<file path="src/rtl/abic_pkg.sv">
// Shared types and constants for the body integrate and collide block.
package abic_pkg;

    localparam int unsigned CFG_IDX_W = 3;

    typedef enum logic [CFG_IDX_W-1:0] {
        REG_GRAVITY  = 3'd0,
        REG_FRICTION = 3'd1,
        REG_OFFSET_X = 3'd2,
        REG_OFFSET_Y = 3'd3,
        REG_OFFSET_Z = 3'd4,
        REG_HALF_X   = 3'd5,
        REG_HALF_Y   = 3'd6,
        REG_HALF_Z   = 3'd7
    } cfg_idx_t;

    localparam logic FUNC_TICK    = 1'b0;
    localparam logic FUNC_COLLIDE = 1'b1;

    localparam logic [23:0] GRAVITY_RST = 24'd642908;
    localparam logic [30:0] HALF_RST    = 31'd65536;

    localparam logic signed [31:0] S32_MAX = 32'sh7FFF_FFFF;
    localparam logic signed [31:0] S32_MIN = -32'sh7FFF_FFFF - 32'sd1;

    // Clamp a 50-bit signed value to the signed 32-bit range.
    function automatic logic signed [31:0] sat32(input logic signed [49:0] v);
        logic signed [31:0] r;
        if (v > 50'(S32_MAX)) begin
            r = S32_MAX;
        end else if (v < 50'(S32_MIN)) begin
            r = S32_MIN;
        end else begin
            r = v[31:0];
        end
        return r;
    endfunction

endpackage

</file>
<file path="src/rtl/abic_mac.sv">
// Shared multiply-shift-accumulate unit: sat(base + (a*b >>> sh)), optional negate.
module abic_mac (
    input  logic                aclk,
    input  logic                start,
    input  logic signed [31:0]  op_a,
    input  logic signed [24:0]  op_b,
    input  logic                shift8,
    input  logic                negate,
    input  logic signed [31:0]  base,
    output logic signed [31:0]  result
);
    import abic_pkg::*;

    logic signed [56:0] prod_reg;
    logic               shift8_reg;
    logic               negate_reg;
    logic signed [31:0] base_reg;
    logic signed [49:0] shifted;
    logic signed [49:0] sum;

    // The product is registered; the shift, add and clamp follow next cycle.
    always_ff @(posedge aclk) begin
        if (start) begin
            prod_reg   <= 57'(op_a) * 57'(op_b);
            shift8_reg <= shift8;
            negate_reg <= negate;
            base_reg   <= base;
        end
    end

    always_comb begin
        if (shift8_reg) begin
            shifted = 50'(prod_reg >>> 8);
        end else begin
            shifted = 50'(prod_reg >>> 16);
        end
        if (negate_reg) begin
            sum = 50'(base_reg) - shifted;
        end else begin
            sum = 50'(base_reg) + shifted;
        end
        result = sat32(sum);
    end

endmodule

</file>
<file path="src/rtl/aabb_body_integrate_collide_unit.sv">
// Top level: one rigid body with tick integration and box collision.
// A tick runs ten operations, each through the MUL and ACC states of the one shared
// multiply-accumulate unit. A collide passes through the COL_A and COL_B states.
// One item at a time; the next is accepted once the result word is taken.
// Synchronous active-low reset clears body state and restores register defaults.
module aabb_body_integrate_collide_unit (
    input  logic         aclk,
    input  logic         aresetn,
    input  logic         cfg_valid,
    output logic         cfg_ready,
    input  logic [2:0]   cfg_index,
    input  logic [31:0]  cfg_data,
    input  logic         s_tvalid,
    output logic         s_tready,
    // step_time[15:0], obstacle_x[47:16], obstacle_y[79:48], obstacle_z[111:80],
    // obstacle_half_x[142:112], obstacle_half_y[173:143], obstacle_half_z[204:174]
    input  logic [207:0] s_tdata,
    input  logic         s_tuser,     // func
    output logic         m_tvalid,
    input  logic         m_tready,
    // new_pos_x/y/z [95:0], new_vel_x/y/z [191:96], contacts[197:192]
    output logic [199:0] m_tdata,
    output logic         m_tuser      // hit
);
    import abic_pkg::*;

    typedef enum logic [2:0] {
        ST_IDLE, ST_MUL, ST_ACC, ST_COL_A, ST_COL_B, ST_OUT
    } state_t;

    state_t state_reg;
    logic [3:0] op_reg;
    logic signed [31:0] pos_reg [3];
    logic signed [31:0] vel_reg [3];
    logic signed [31:0] fr_reg [3];
    logic [5:0]  flags_reg;
    logic        hit_reg;
    logic [23:0] gravity_reg;
    logic [15:0] friction_reg;
    logic signed [31:0] offset_reg [3];
    logic [30:0] half_reg [3];
    logic [15:0] dt_reg;
    logic signed [31:0] ob_reg [3];
    logic [30:0] obh_reg [3];
    logic signed [34:0] pen_reg [3];
    logic        ovl_reg [3];
    logic        below_reg [3];

    logic               mac_start;
    logic signed [31:0] mac_a;
    logic signed [24:0] mac_b;
    logic               mac_sh8;
    logic               mac_neg;
    logic signed [31:0] mac_base;
    logic signed [31:0] mac_res;

    abic_mac u_mac (
        .aclk(aclk), .start(mac_start), .op_a(mac_a), .op_b(mac_b),
        .shift8(mac_sh8), .negate(mac_neg), .base(mac_base), .result(mac_res)
    );

    // Tick operation order: friction x,y,z; gravity; velocity x,y,z; position x,y,z.
    logic [1:0] ax;
    always_comb begin
        mac_start = (state_reg == ST_MUL);
        mac_a = '0;
        mac_b = '0;
        mac_sh8 = 1'b0;
        mac_neg = 1'b0;
        mac_base = '0;
        ax = 2'd0;
        if (op_reg < 4'd3) begin
            ax = op_reg[1:0];
            mac_a = vel_reg[ax];
            mac_b = 25'(friction_reg);
            mac_sh8 = 1'b1;
            mac_neg = 1'b1;
        end else if (op_reg == 4'd3) begin
            mac_a = 32'(gravity_reg);
            mac_b = 25'(dt_reg);
            mac_neg = 1'b1;
            mac_base = vel_reg[1];
        end else if (op_reg < 4'd7) begin
            ax = 2'(op_reg - 4'd4);
            mac_a = fr_reg[ax];
            mac_b = 25'(dt_reg);
            mac_base = vel_reg[ax];
        end else begin
            ax = 2'(op_reg - 4'd7);
            mac_a = vel_reg[ax];
            mac_b = 25'(dt_reg);
            mac_base = pos_reg[ax];
        end
    end

    // Collide arithmetic on registered operands: edges and penetrations are combinational, captured in ST_COL_A.
    logic signed [34:0] ca [3];
    logic signed [34:0] p1 [3];
    logic signed [34:0] p2 [3];
    always_comb begin
        for (int i = 0; i < 3; i++) begin
            ca[i] = 35'(pos_reg[i]) + 35'(offset_reg[i]);
            p1[i] = ca[i] + 35'(half_reg[i]) - 35'(ob_reg[i]) + 35'(obh_reg[i]);
            p2[i] = 35'(ob_reg[i]) + 35'(obh_reg[i]) - ca[i] + 35'(half_reg[i]);
        end
    end

    logic [1:0] sel_ax;
    logic signed [49:0] push;
    always_comb begin
        if (pen_reg[0] < pen_reg[1] && pen_reg[0] < pen_reg[2]) begin
            sel_ax = 2'd0;
        end else if (pen_reg[1] < pen_reg[0] && pen_reg[1] < pen_reg[2]) begin
            sel_ax = 2'd1;
        end else begin
            sel_ax = 2'd2;
        end
        if (below_reg[sel_ax]) begin
            push = 50'(pos_reg[sel_ax]) - 50'(pen_reg[sel_ax]);
        end else begin
            push = 50'(pos_reg[sel_ax]) + 50'(pen_reg[sel_ax]);
        end
    end

    assign cfg_ready = 1'b1;
    assign s_tready  = (state_reg == ST_IDLE);
    assign m_tvalid  = (state_reg == ST_OUT);
    assign m_tdata   = {2'b00, flags_reg, vel_reg[2], vel_reg[1], vel_reg[0],
                        pos_reg[2], pos_reg[1], pos_reg[0]};
    assign m_tuser   = hit_reg;

    always_ff @(posedge aclk) begin
        if (!aresetn) begin
            state_reg    <= ST_IDLE;
            op_reg       <= '0;
            gravity_reg  <= GRAVITY_RST;
            friction_reg <= '0;
            flags_reg    <= '0;
            hit_reg      <= 1'b0;
            for (int i = 0; i < 3; i++) begin
                pos_reg[i]    <= '0;
                vel_reg[i]    <= '0;
                offset_reg[i] <= '0;
                half_reg[i]   <= HALF_RST;
            end
        end else begin
            if (cfg_valid) begin
                unique case (cfg_idx_t'(cfg_index))
                    REG_GRAVITY:  gravity_reg   <= cfg_data[23:0];
                    REG_FRICTION: friction_reg  <= cfg_data[15:0];
                    REG_OFFSET_X: offset_reg[0] <= cfg_data;
                    REG_OFFSET_Y: offset_reg[1] <= cfg_data;
                    REG_OFFSET_Z: offset_reg[2] <= cfg_data;
                    REG_HALF_X:   half_reg[0]   <= cfg_data[30:0];
                    REG_HALF_Y:   half_reg[1]   <= cfg_data[30:0];
                    REG_HALF_Z:   half_reg[2]   <= cfg_data[30:0];
                endcase
            end
            unique case (state_reg)
                ST_IDLE: begin
                    if (s_tvalid) begin
                        dt_reg     <= s_tdata[15:0];
                        ob_reg[0]  <= s_tdata[47:16];
                        ob_reg[1]  <= s_tdata[79:48];
                        ob_reg[2]  <= s_tdata[111:80];
                        obh_reg[0] <= s_tdata[142:112];
                        obh_reg[1] <= s_tdata[173:143];
                        obh_reg[2] <= s_tdata[204:174];
                        op_reg     <= '0;
                        hit_reg    <= 1'b0;
                        if (s_tuser == FUNC_TICK) begin
                            state_reg <= ST_MUL;
                        end else begin
                            state_reg <= ST_COL_A;
                        end
                    end
                end
                ST_MUL: state_reg <= ST_ACC;
                ST_ACC: begin
                    if (op_reg < 4'd3) begin
                        // Vertical friction only acts while resting on the ground.
                        if (op_reg == 4'd1 && !flags_reg[0]) begin
                            fr_reg[1] <= '0;
                        end else begin
                            fr_reg[ax] <= mac_res;
                        end
                    end else if (op_reg == 4'd3) begin
                        vel_reg[1] <= mac_res;
                    end else if (op_reg < 4'd7) begin
                        vel_reg[ax] <= mac_res;
                    end else begin
                        pos_reg[ax] <= mac_res;
                    end
                    if (op_reg == 4'd9) begin
                        flags_reg <= '0;
                        state_reg <= ST_OUT;
                    end else begin
                        op_reg    <= op_reg + 4'd1;
                        state_reg <= ST_MUL;
                    end
                end
                ST_COL_A: begin
                    for (int i = 0; i < 3; i++) begin
                        ovl_reg[i]   <= (p1[i] >= 35'sd0) && (p2[i] >= 35'sd0);
                        pen_reg[i]   <= (p1[i] < p2[i]) ? p1[i] : p2[i];
                        below_reg[i] <= ca[i] < 35'(ob_reg[i]);
                    end
                    state_reg <= ST_COL_B;
                end
                ST_COL_B: begin
                    if (ovl_reg[0] && ovl_reg[1] && ovl_reg[2]) begin
                        hit_reg <= 1'b1;
                        pos_reg[sel_ax] <= sat32(push);
                        unique case (sel_ax)
                            2'd0: flags_reg[below_reg[0] ? 3 : 2] <= 1'b1;
                            2'd1: begin
                                if (below_reg[1]) begin
                                    flags_reg[1] <= 1'b1;
                                    vel_reg[1]   <= '0;
                                end else begin
                                    flags_reg[0] <= 1'b1;
                                    if (vel_reg[1] < 0) vel_reg[1] <= '0;
                                end
                            end
                            default: flags_reg[below_reg[2] ? 4 : 5] <= 1'b1;
                        endcase
                    end
                    state_reg <= ST_OUT;
                end
                ST_OUT: begin
                    if (m_tready) state_reg <= ST_IDLE;
                end
                default: state_reg <= ST_IDLE;
            endcase
        end
    end

endmodule
</file>
<file path="config.mk">
export PLATFORM = sky130hd
export DESIGN_NAME = aabb_body_integrate_collide_unit
export DESIGN_NICKNAME = d
export VERILOG_FILES = /design/src/rtl/abic_pkg.sv /design/src/rtl/abic_mac.sv /design/src/rtl/aabb_body_integrate_collide_unit.sv
export SDC_FILE = /design/constraint.sdc
export NUM_CORES = 2
export LEC_CHECK = 0
export BUFFER_PORTS_ARGS = -buffer_cell sky130_fd_sc_hd__buf_4
export CAP_MARGIN = 10
export CORE_MARGIN = 2
export CORE_UTILIZATION = 27
export CTS_BUF_LIST = sky130_fd_sc_hd__clkbuf_2 sky130_fd_sc_hd__clkbuf_4 sky130_fd_sc_hd__clkbuf_8
export DETAILED_ROUTE_END_ITERATION = 6
export PLACE_DENSITY = 0.5
export SLEW_MARGIN = 40
export SYNTH_ARGS = -nofsm -noshare
export SYNTH_HDL_FRONTEND = slang
export SYNTH_SLANG_ARGS = --single-unit
</file>
<file path="constraint.sdc">
create_clock -name aclk -period 18.6 [get_ports aclk]
set_input_delay 0.93 -clock aclk [delete_from_list [all_inputs] [get_ports aclk]]
set_output_delay 0.93 -clock aclk [all_outputs]
set_load 0.05 [all_outputs]
</file>
==> qor.txt <==
status: finished clean
first-pass GRT wire length: 496000 um
largest cells by area after synthesis: edfxtp_1 31%, fa_1 19%, ha_1 11%
CP Capture Type: flip-flop
Yosys reg bits: 988
Period minus WS final: 11800 ps
final setup margin: 6800 ps
yosys warns: 0
area delta synth->final: 14.7%
Seq/Total Area, Yosys: 0.318
most instantiated library cell after synthesis: inv_1
Synth top area share: 0.305
Pre-antenna DRT Iters: 6
Final nets: 11.1k
Via-to-Cell Ratio: 4.90
Resize count post-CTS: 0
final setup fails: 0
Residual DRC: 0
Placer Congestion: 0.927
Total Routing Usage GR: 0.198
Netlist Area Pre-Place: 91600 sq um
H-tree levels: 4
fmax: 84.8 MHz
fin crit share: 0.634
Hold WC Path Type: in2reg
clock sinks: 988
Initial Util: 0.272
Die Area: 344000 sq um
DR iter-0 viols: 5022
antenna violations before repair: 20
Startpoint Class: flip-flop
Slew Limit Fails: 0
clk buf depth: 4
largest net degree at the start of global routing: 73
WP data arrival: 12510 ps
Post-Layout Cell Count: 13.8k
VDD IR-drop max: 0.179 mV
DP Worst Slack: 6980 ps
area leader, netlist: edfxtp_1
critical path class: reg2reg
cts bufs inserted: 189
EDFF count, synth: 932
RSZ-0062 raised after global routing: no
Std-Cell Rows: 213
Crit path largest cell delay: 740 ps
cts hold-fix bufs: 0
vias in the first global route: 70.1k
Synth cell types: 98
Primary FF master, synth: edfxtp_1
post-DP HPWL: 282000 um
worst setup path startpoint: pos_reg[0][0]
max-capacitance violation count: 0
Slew @ Worst Pin: 917 ps
CTS root buf: clkbuf_8
ANT nets after route: 0
postcts setup bufs: 0
commonest cells in the netlist: 1018 x inv_1, 932 x edfxtp_1, 873 x fa_1
DP Cell Count: 13.5k
Leakage: 0.0435 uW
share of cells above drive strength 1: 0.131
max_slew headroom: 0.383
cell area after placement: 101000 sq um
clk slew on worst S/H paths: 60 ps
Final TNS setup: 0 ps
final std cell area, no fill: 105000 sq um
Die Height: 587 um
asr flop ratio synth: 0
core area: 337000 sq um
CP max stage cell: a211oi_1
Cells after Synth: 8690
hold_ws: 121 ps
Worst EP required: 19320 ps
Hold Startpoint: s_tdata[42]
Final Hold Fails: 0
crit-path max FO: 62
Die Wd: 587 um
I/O pin cnt: 453
I/O Buffers: 446
clock skew: 105 ps
PD cells: 126 nW/um^2
RR Startpoint: pos_reg[0][0]
overall routed net length: 345000 um
clock network latency to the later pin of the worst-skew pair: 1020 ps
Syn Area/Cell: 10.5 sq um
wire per inst: 24.9 um
grt ovf: 0
vias: 67.8k
CTS tree: yes
-- worst paths after layout --
kind | cells after the start | slack [ps] | to
max | 36 | 6800 | pen_reg[0][7]
min | 1 | 120 | ob_reg[0][26]
max reg2reg | 36 | 6800 | pen_reg[0][7]
min reg2reg | 2 | 470 | friction_reg[9]
-- layout by cell type (no fill, tap or decap), drive strengths merged, types with 35 or more instances in the layout --
cell type     n
o22ai        42
a21o        201
inv        1021
edfxtp      932
nand2       728
clkbuf      242
o21bai       61
nor2        658
xnor2       265
or3          35
mux2i       158
a31oi        63
mux4         81
mux2         69
nand4        61
nand3       103
o21ai       334
buf         590
a21oi       423
nor3        142
and3         65
o21a         78
clkinv       70
fa          873
ha          814
a211oi       82
nor2b       225
xor2        184
a221oi       54
nand2b      100
a21boi       42
dfxtp        56
and2        115
-- routing by layer --
layer | global-route usage | share of wire | vias up
met5 | 0 | 0.00020 | -
met4 | 0.102 | 0.060 | 12
met3 | 0.0353 | 0.060 | 500
met2 | 0.321 | 0.46 | 2073
met1 | 0.251 | 0.42 | 34200
li1 | - | - | 31000
-- area by class of cell --
class / count / area (sq um)
clock buffers: 242 / 3050
fillers: 34700 / 232000
multi-input cells: 6394 / 58300
diodes: 9 / 22.5
well taps: 4515 / 5650
repair buffers: 590 / 4470
clock inverters: 90 / 711
inverters: 1019 / 3820
flip-flops and latches: 988 / 29100
-- cell families after synthesis --
logic type,after synthesis,synth area share
and+or+nand+nor,2321,0.119
adders and majority gates,1687,0.302
AOI/OAI and AO/OA,1626,0.119
buffers and inverters,1309,0.0542
DFF,988,0.318
xor gates and xnor gates,449,0.0432
muxes,308,0.0456
other,2,0.0000820
-- power breakdown --
part	switching, uW	leakage (uW)	internal [uW]
logic	4860	0.0322	3220
registers	124	0.00937	2800
clock network	1050	0.00197	1220
-- worst max-delay path, delay by kind of cell (launching register included) --
kind	cells	cell delay [ps]
buf+inv	2	570
xor+xnor	2	430
flops	1	500
fa+ha+maj	6	2260
simple gates	3	610
compound gates	23	7080
-- stage by stage --
step	utilization	power (uW)
after global routing	0.312	14400
after floorplan	-	8650
final	0.312	13300
after detailed placement	0.300	10900
after CTS	0.312	13300
after global placement	0.299	10900
No activity file was read; power rests on OpenSTA's default activity.
